--- config.mk ---
export PLATFORM = sky130hd
export DESIGN_NAME = lgs_ctrl
export DESIGN_NICKNAME = d
export VERILOG_FILES = /design/src/hw/rtl/lgs_pkg.sv /design/src/hw/rtl/lgs_ctrl.sv
export SDC_FILE = /design/constraint.sdc
export NUM_CORES = 1
export LEC_CHECK = 0
export ABC_AREA = 1
export BUFFER_PORTS_ARGS = -buffer_cell sky130_fd_sc_hd__clkbuf_2
export CORE_MARGIN = 1
export CORE_UTILIZATION = 40
export CTS_BUF_LIST = sky130_fd_sc_hd__clkbuf_8 sky130_fd_sc_hd__clkbuf_16
export DETAILED_ROUTE_END_ITERATION = 10
export GPL_TIMING_DRIVEN = 0
export PLACE_DENSITY = 0.61
export SETUP_SLACK_MARGIN = 0.02
export SYNTH_ARGS = -nofsm -noshare
export SYNTH_HDL_FRONTEND = slang
export SYNTH_SLANG_ARGS = --single-unit
--- constraint.sdc ---
create_clock -name clk -period 2.23 [get_ports clk]
set_clock_uncertainty 0.1 [all_clocks]
set_input_delay 0.1115 -clock clk [delete_from_list [all_inputs] [get_ports clk]]
set_output_delay 0.1115 -clock clk [all_outputs]
set_load 0.02 [all_outputs]
--- src/hw/rtl/lgs_pkg.sv ---
package lgs_pkg;

	// table sizes
	localparam int MAX_TOPICS = 64;
	localparam int MAX_WORDS  = 16384;
	localparam int MAX_DOCS   = 4096;
	localparam int MAX_TOKENS = 1048576;

	// count and arithmetic widths
	localparam int CNT_W  = 21;
	localparam logic [CNT_W-1:0] CNT_MAX = {CNT_W{1'b1}};
	localparam int CFG_W  = 24;
	localparam int ALPHA_W = 24;
	localparam int BETA_W = 24;
	localparam int KCFG_W = 7;
	localparam int VOCAB_W = 15;
	localparam int A_W    = 38;
	localparam int HALF_W = 19;
	localparam int PP_W   = A_W + HALF_W;
	localparam int PROD_W = 2 * A_W;
	localparam int BV_W   = BETA_W + VOCAB_W;
	localparam int DEN_W  = 40;
	localparam int WGT_W  = 48;
	localparam logic [WGT_W-1:0] WGT_MAX = {WGT_W{1'b1}};
	localparam int RND_W  = 32;
	localparam int DIV_CNT_W = 7;

	// configuration register indexes
	typedef enum logic [1:0] {
		CFG_ALPHA  = 2'd0,
		CFG_BETA   = 2'd1,
		CFG_TOPICS = 2'd2,
		CFG_VOCAB  = 2'd3
	} cfg_idx_t;

	// controller states
	typedef enum logic [4:0] {
		ST_CLEAR, ST_IDLE,
		ST_BASE, ST_OLD_RD, ST_OLD_LAT, ST_REM_RD, ST_REM_WR,
		ST_W_RD, ST_W_LAT, ST_W_MUL0, ST_W_MUL1, ST_W_DIV, ST_W_DIV_W, ST_W_ACC,
		ST_TH0, ST_TH1, ST_S_RD, ST_S_LAT, ST_UPD_RD, ST_UPD_WR, ST_DONE
	} state_t;

	// datapath operations
	typedef enum logic [4:0] {
		OP_NONE, OP_CLEAR, OP_LOAD,
		OP_BASE, OP_OLD_LAT, OP_REM_RD, OP_REM_WR,
		OP_W_RD, OP_W_LAT, OP_MUL0, OP_MUL1, OP_DIV_W, OP_ST_WGT, OP_ACC,
		OP_TH0, OP_TH1, OP_S_LAT, OP_UPD_RD, OP_UPD_WR, OP_EMIT
	} op_t;

	typedef struct packed {
		op_t op;
	} cmd_t;

	typedef struct packed {
		logic clr_last;
		logic div_done;
		logic has_old;
		logic t_last;
		logic hit;
		logic out_free;
	} status_t;

endpackage

--- src/hw/rtl/lgs_ctrl.sv ---
module lgs_ctrl
	import lgs_pkg::*;
(
	input  logic    clk,
	input  logic    arst_n,
	input  logic    in_valid,
	output logic    in_stall,
	input  status_t status,
	output cmd_t    cmd
);

	state_t state_q, state_d;

	always_ff @(posedge clk or negedge arst_n) begin
		if (!arst_n) begin
			state_q <= ST_CLEAR;
		end else begin
			state_q <= state_d;
		end
	end

	// next state and datapath command
	always_comb begin
		state_d = state_q;
		cmd.op  = OP_NONE;
		in_stall = (state_q != ST_IDLE);
		case (state_q)
			ST_CLEAR: begin
				cmd.op = OP_CLEAR;
				if (status.clr_last) state_d = ST_IDLE;
			end
			ST_IDLE: begin
				if (in_valid) begin
					cmd.op  = OP_LOAD;
					state_d = ST_BASE;
				end
			end
			ST_BASE: begin
				cmd.op  = OP_BASE;
				state_d = ST_OLD_RD;
			end
			ST_OLD_RD: begin
				state_d = ST_OLD_LAT;
			end
			ST_OLD_LAT: begin
				cmd.op  = OP_OLD_LAT;
				state_d = status.has_old ? ST_REM_RD : ST_W_RD;
			end
			ST_REM_RD: begin
				cmd.op  = OP_REM_RD;
				state_d = ST_REM_WR;
			end
			ST_REM_WR: begin
				cmd.op  = OP_REM_WR;
				state_d = ST_W_RD;
			end
			ST_W_RD: begin
				cmd.op  = OP_W_RD;
				state_d = ST_W_LAT;
			end
			ST_W_LAT: begin
				cmd.op  = OP_W_LAT;
				state_d = ST_W_MUL0;
			end
			ST_W_MUL0: begin
				cmd.op  = OP_MUL0;
				state_d = ST_W_MUL1;
			end
			ST_W_MUL1: begin
				cmd.op  = OP_MUL1;
				state_d = ST_W_DIV;
			end
			ST_W_DIV: begin
				cmd.op  = OP_DIV_W;
				state_d = ST_W_DIV_W;
			end
			ST_W_DIV_W: begin
				cmd.op = OP_ST_WGT;
				if (status.div_done) state_d = ST_W_ACC;
			end
			ST_W_ACC: begin
				cmd.op  = OP_ACC;
				state_d = status.t_last ? ST_TH0 : ST_W_RD;
			end
			ST_TH0: begin
				cmd.op  = OP_TH0;
				state_d = ST_TH1;
			end
			ST_TH1: begin
				cmd.op  = OP_TH1;
				state_d = ST_S_RD;
			end
			ST_S_RD: begin
				state_d = ST_S_LAT;
			end
			ST_S_LAT: begin
				cmd.op  = OP_S_LAT;
				state_d = (status.hit || status.t_last) ? ST_UPD_RD : ST_S_RD;
			end
			ST_UPD_RD: begin
				cmd.op  = OP_UPD_RD;
				state_d = ST_UPD_WR;
			end
			ST_UPD_WR: begin
				cmd.op  = OP_UPD_WR;
				state_d = ST_DONE;
			end
			ST_DONE: begin
				if (status.out_free) begin
					cmd.op  = OP_EMIT;
					state_d = ST_IDLE;
				end
			end
			default: begin
				state_d = ST_IDLE;
			end
		endcase
	end

endmodule

# ---- Word-level counts from Yosys, hierarchy flattened
# Cells that the tools add are included.
dict set report op_classes {
  eq_ne 25
  muxes 11
  reduce_logical 3
}
# cell n
set op_table {}
lappend op_table {{$pmux W5 S21} 1}
lappend op_table {{$pmux W5 S19} 1}
lappend op_table {{$eq A5 B4 Y1 const B} 8}
lappend op_table {{$eq A5 B5 Y1 const B} 5}
lappend op_table {{$mux W5} 5}
lappend op_table {{$eq A5 B3 Y1 const B} 4}
lappend op_table {{$eq A5 B2 Y1 const B} 2}
lappend op_table {{$ne A2 B2 Y1 const B} 4}
lappend op_table {{$mux W2} 3}
lappend op_table {{$eq A5 B1 Y1 const B} 1}
lappend op_table {{$logic_not A5 Y1} 1}
lappend op_table {{$ne A5 B1 Y1 const B} 1}
lappend op_table {{$mux W4} 1}
lappend op_table {{$reduce_and A4 Y1} 1}
lappend op_table {{$logic_or A1 B1 Y1} 1}
dict set report totals {
  regBits 5
  input_bits 9
  out_inout_bits 6
  elab_cells 40
}

# ---- Depth between registers and ports, before layout
# Gate-level depths: netlist of the first run.
dict set report logic_depth {
  depth_word 3
  ltp_mapped 10
  mapped_depth_nobuf 9
}

# ---- Least setup slack after synthesis of the first run
# Ideal clock, no wire load.
dict set report synth_timing {
  kind {reg-to-output}
  startpoint {register state_q[3]}
  endpoint {output cmd[4] in the netlist's numbering}
  arrival_ps 1355
  t_required_ps 2019
  path_slack_ps 663
  stages_incl_launch_ff 5
  path_buffers 1
  path_cell_list {dfrtp_1 -> buf_6 -> nor2_4 -> nand2_1 -> o31ai_1}
}
# item line
set synth_rtl {}
lappend synth_rtl {{start, declared} lgs_ctrl.sv:12} ;# state_t state_q, state_d;
lappend synth_rtl {{start signal, assigned} lgs_ctrl.sv:18} ;# state_q <= state_d;
lappend synth_rtl {{end, declared} lgs_ctrl.sv:9} ;# output cmd_t cmd

==> impl_metrics.env, run 1 <==
export IMPL_pin_count=15
export IMPL_row_count=13
export IMPL_grt_pass1_wl_mm=2.57
export IMPL_fin_nets=123
export IMPL_cap_violations=0
export IMPL_top_regs="state_q x5"
export IMPL_p_leak_nw=0.389
export IMPL_syn_nets=103
export IMPL_worst_setup_path_end_kind="output pin"
export IMPL_setup_violations=0
export IMPL_crit_required_ps=2020
export IMPL_drt_wl_total_mm=1.60
export IMPL_tns_ps=0
export IMPL_fp_coreArea_mm2=0.00132
export IMPL_dp_hpwl_mm=1.22
export IMPL_ys_seq_area_frac=0.219
export IMPL_ff2ff_path_depth=6
export IMPL_start_util=0.434
export IMPL_rsz0062_at_grt="no"
export IMPL_antenna_found_initial=0
export IMPL_synthesis_area_per_instance_um2=6.08
export IMPL_hp_start="status[2]"
export IMPL_port_buffers=14
export IMPL_die_y_um=39.8
export IMPL_wire_per_inst_um=12.5
export IMPL_holdPathStages=3
export IMPL_clk_path_buf_depth=2
export IMPL_synthCells=94
export IMPL_root_buffer="clkbuf_8"
export IMPL_synth_seq_cells=5
export IMPL_max_freq_mhz=529
export IMPL_synth_area_top_cells="dfrtp_1, nand2_1, nand3_1, inv_1, nand4_1"
export IMPL_via_count=678
export IMPL_final_cell_mix="nand2_1, inv_1, clkbuf_2"
export IMPL_layout_commonest_cell="nand2_1"
export IMPL_hold_path_endpoint="state_q[3]"
export IMPL_viasPerCell=5.30
export IMPL_dieArea_mm2=0.00158
export IMPL_cts_sinks=5
export IMPL_drt_iter0_markers=13
export IMPL_post_cts_resized=0
export IMPL_grt_max_degree=11
export IMPL_min_delay_path_class="primary input to register"
export IMPL_status="completed"
export IMPL_ir_worst_vdd_v=0.000821
export IMPL_regMostFlops="state_q"
export IMPL_final_min_clock_period_ps=1890
export IMPL_fin_crit_sh=0.848
export IMPL_drt_first_pass_iters=4
export IMPL_synth_area_leader_cell="dfrtp_1"
export IMPL_crit_path_max_fanout=8
export IMPL_rrSetupSlack_ps=710
export IMPL_dp_cells=123
export IMPL_synth_top_area_frac=0.219
export IMPL_ant_nets=0
export IMPL_fin_util=0.543
export IMPL_worstMarginPinSlew_ps=363
export IMPL_rr_startpoint="state_q[0]"
export IMPL_die_w_um=39.8
export IMPL_hold_viol=0
export IMPL_area_growth_pct=25.2
export IMPL_stdcell_count=128
export IMPL_diodes=0
export IMPL_cts_clk_slew_worst_paths_ps=40
export IMPL_synth_warnings=0
export IMPL_fin_hold_ws_ps=96.7
export IMPL_grt_use_total=0.241
export IMPL_cts_buffers=3
export IMPL_p_per_area_mw_per_mm2=1490
export IMPL_cp_start_kind="register"
export IMPL_worstPathArrival_ps=1680
export IMPL_total_power_mw=1.07
export IMPL_htreeDepth=1
export IMPL_gp_congestion=0.828
export IMPL_syn_cell_area_um2=572
export IMPL_slew_headroom=0.757
export IMPL_drc=0
export IMPL_rr_endpoint="state_q[1]"
export IMPL_overflow=0
export IMPL_cts_tree="built"
export IMPL_largest_register_ffs=5
export IMPL_ys_types=20
export IMPL_clk_latency_ps=220
export IMPL_drive_gt1_frac=0.248
export IMPL_grt_pass1_vias=578
export IMPL_slew_viol_final=0
export IMPL_crit_type="register to output pin"
worst max-delay path, cell delays in order, from the launching register on:
cell and delay, ps:
dfrtp_1 360, buf_6 130, nor2_2 310, nand4_1 200
o21a_1 170, o31ai_1 70, clkbuf_2 210
cell families after synthesis:
kind of cell,after synthesis,synth area share
AOI/OAI and AO/OA,14,0.155
and+or+nand+nor,57,0.479
DFF,5,0.219
buffers and inverters,18,0.147
report_power, final:
| group | total, mW | internal (mW) | switching (mW) |
|---|---|---|---|
| Clock | 0.160 | 0.118 | 0.0422 |
| Combinational | 0.717 | 0.246 | 0.471 |
| Sequential | 0.189 | 0.131 | 0.0578 |
| Total | 1.07 | 0.496 | 0.571 |
cells in the mapped netlist:
library cell	count
nand4_1	7
o21a_1	2
a21oi_1	2
inv_1	13
nor2_1	7
nand3_1	10
buf_2	1
o21ai_0	5
nor2_4	2
dfrtp_1	5
o2111ai_1	1
inv_2	2
nor2b_1	1
o31ai_1	2
nor3_1	2
buf_6	2
nand2_2	1
nor2_2	3
o211ai_1	2
nand2_1	24
cell type report:
| type | count | area, um^2 |
|---|---|---|
| buffer | 3 | 27.5 |
| clock buffer | 3 | 41.3 |
| clock inverter | 1 | 3.75 |
| fill | 131 | 602 |
| inverter | 15 | 56.3 |
| multi-input combinational | 71 | 363 |
| sequential | 5 | 125 |
| tap | 15 | 18.8 |
| timing repair buffer | 15 | 80.1 |
routing by layer:
| layer | vias to the layer above | share of wire | GRT usage |
|---|---|---|---|
| met3 | 0 | 0.023 | 0.0511 |
| met5 | - | 0 | 0 |
| met1 | 312 | 0.50 | 0.308 |
| met4 | 0 | 0 | 0.0259 |
| li1 | 356 | - | - |
| met2 | 10 | 0.48 | 0.418 |
per-stage QoR:
step / area [um^2] / worst slack (ps)
after global placement: 661 / 612
final: 716 / 339
after detailed placement: 661 / 601
after CTS: 716 / 368
after global routing: 716 / 211
after floorplan: 572 / 663
worst max-delay path by stage:
stage                         to  startpoint  depth (start not counted)  slack, ps
after floorplan           cmd[4]  state_q[3]                          4        660
after global placement    cmd[4]  state_q[0]                          6        610
after detailed placement  cmd[4]  state_q[0]                          6        600
after CTS                 cmd[4]  state_q[0]                          6        370
after global routing      cmd[4]  state_q[0]                          6        210
final                     cmd[4]  state_q[0]                          6        340
timing repair:
action,4_1_cts,5_1_grt
setup buffers,0,0
hold endpoints to repair,5,0
hold buffers,1,0
Power figures use the tool's default switching activity.
==> run 2, diff against run 1 <==
--- a/config.mk
+++ b/config.mk
@@ -12,7 +12,7 @@
 export CTS_BUF_LIST = sky130_fd_sc_hd__clkbuf_8 sky130_fd_sc_hd__clkbuf_16
 export DETAILED_ROUTE_END_ITERATION = 10
 export GPL_TIMING_DRIVEN = 0
-export PLACE_DENSITY = 0.61
+export PLACE_DENSITY = 0.64
 export SETUP_SLACK_MARGIN = 0.02
 export SYNTH_ARGS = -nofsm -noshare
 export SYNTH_HDL_FRONTEND = slang
==> constraint.sdc (replaced) <==
create_clock -name clk -period 1.6 [get_ports clk]
set_clock_uncertainty 0.1 [all_clocks]
set_input_delay 0.08 -clock clk [delete_from_list [all_inputs] [get_ports clk]]
set_output_delay 0.08 -clock clk [all_outputs]
set_load 0.02 [all_outputs]
==> run 2 against run 1 <==
Compared with the run above:
- the flow now finishes with violations (negative setup slack)
- hold slack got worse by 48 ps
- clock power increased by 42%
- total power increased by 69%
==> impl_metrics.env, run 2 (synthesis results as in run 1) <==
export IMPL_dp_hpwl_mm=1.12
export IMPL_grt_max_degree=11
export IMPL_cts_sinks=5
export IMPL_rsz0062_at_grt="yes"
export IMPL_worstPathCellList="buf_6 > nor2_4 > nand2_2 > o21a_1 > o31ai_1 > buf_4"
export IMPL_final_cell_mix="nand2_1, buf_4, inv_1"
export IMPL_pin_count=15
export IMPL_worstPathArrival_ps=1450
export IMPL_clk_latency_ps=220
export IMPL_area_growth_pct=49.0
export IMPL_cts_buffers=3
export IMPL_regMostFlops="state_q"
export IMPL_max_freq_mhz=614
export IMPL_drive_gt1_frac=0.405
export IMPL_cts_clk_slew_worst_paths_ps=40
export IMPL_worstMarginPinSlew_ps=203
export IMPL_slew_viol_final=0
export IMPL_place_area_um2=661
export IMPL_port_buffers=14
export IMPL_worst_setup_path_end_kind="output pin"
export IMPL_grt_pass1_wl_mm=2.66
export IMPL_cts_tree="built"
export IMPL_drt_iter0_markers=25
export IMPL_drt_wl_total_mm=1.83
export IMPL_fp_coreArea_mm2=0.00132
export IMPL_grt_pass1_vias=619
export IMPL_viasPerCell=5.49
export IMPL_top_regs="state_q x5"
export IMPL_drt_first_pass_iters=4
export IMPL_stdcell_count=141
export IMPL_via_count=774
export IMPL_cp_slowest_stage_delay_ps=380
export IMPL_crit_slowest_cell="dfrtp_1"
export IMPL_crit_type="register to output pin"
export IMPL_ant_nets=0
export IMPL_cap_violations=0
export IMPL_crit_path_max_fanout=5
export IMPL_p_leak_nw=0.451
export IMPL_cp_start_kind="register"
export IMPL_fin_nets=136
export IMPL_clk_path_buf_depth=2
export IMPL_largest_register_ffs=5
export IMPL_setup_violations=2
export IMPL_grt_use_total=0.251
export IMPL_die_w_um=39.8
export IMPL_hold_viol=0
export IMPL_die_y_um=39.8
export IMPL_violations="negative setup slack"
export IMPL_ir_worst_vdd_v=0.00107
export IMPL_root_buffer="clkbuf_8"
export IMPL_row_count=13
export IMPL_fin_crit_sh=1.02
export IMPL_start_util=0.434
export IMPL_gp_congestion=0.826
export IMPL_final_min_clock_period_ps=1630
export IMPL_hp_start="status[2]"
export IMPL_slew_headroom=0.863
export IMPL_status="complete, but fails checks"
export IMPL_fin_hold_ws_ps=48.5
export IMPL_layout_commonest_cell="nand2_1"
export IMPL_dp_cells=123
export IMPL_min_delay_path_class="primary input to register"
export IMPL_htreeDepth=1
export IMPL_wire_per_inst_um=13.0
export IMPL_diodes=0
export IMPL_setup_slack_ps=-27.7
export IMPL_crit_start="state_q[3]"
export IMPL_antenna_found_initial=0
export IMPL_overflow=0
export IMPL_design_area_um2=852
export IMPL_p_per_area_mw_per_mm2=2120
export IMPL_rr_startpoint="state_q[3]"
export IMPL_drc=0
export IMPL_crit_required_ps=1420
export IMPL_dieArea_mm2=0.00158
run 2: cell type report:
type                       count  area, um^2
fill                         117         465
sequential                     5         129
clock buffer                   3        41.3
clock inverter                 1        3.75
inverter                      15        56.3
timing repair buffer          28         183
buffer                         3        30.0
tap                           15        18.8
multi-input combinational     71         390
run 2: power by group:
group | switching, mW | internal [mW] | total (mW)
combinational | 0.768 | 0.537 | 1.31
sequential | 0.0807 | 0.190 | 0.270
clock | 0.0624 | 0.165 | 0.227
run 2: path summary, 6_finish.rpt:
check / end / cells after the start / slack (ps)
max: cmd[4] / 6 / -30
min reg2reg: state_q[3] / 3 / 600
min in group asynchronous: state_q[3] / 2 / 100
max reg2reg: state_q[0] / 12 / 60
min: state_q[3] / 3 / 50
max in group asynchronous: state_q[2] / 2 / 1140
run 2: layer usage:
metal	up-vias	wire length, um	GRT usage	share of wire
li1	383	-	-	-
met1	348	822	0.329	0.45
met2	40	860	0.414	0.47
met3	3	123	0.0682	0.067
met4	0	21	0.0345	0.011
met5	-	0	0	0
run 2: timing repair:
action                                  CTS  global route
hold buffers                              1             0
gates resized for setup                  16             6
gates cloned                              0             1
hold endpoints to repair                  5             0
setup buffers                             8             4
endpoints found under the setup margin    3             3
pin swaps                                 3             2
run 2: per-stage QoR:
stage | power (mW) | utilization | setup slack (ps) | TNS (ps)
6_report | 1.80 | 0.647 | -27.7 | -31.9
5_1_grt | 1.93 | 0.647 | -73.7 | -156
4_1_cts | 1.68 | 0.614 | -4.33 | -4.33
3_5_place_dp | 1.23 | 0.501 | 47.4 | 0
3_3_place_gp | 1.24 | 0.501 | 24.4 | 0
2_1_floorplan | 1.00 | - | 64.5 | 0
run 2: critical path: cells and delay by family, from the launching register on:
| family | cells | cell delay, ps |
|---|---|---|
| flops | 1 | 380 |
| compound gates | 2 | 270 |
| simple gates | 2 | 240 |
| buf+inv | 2 | 330 |
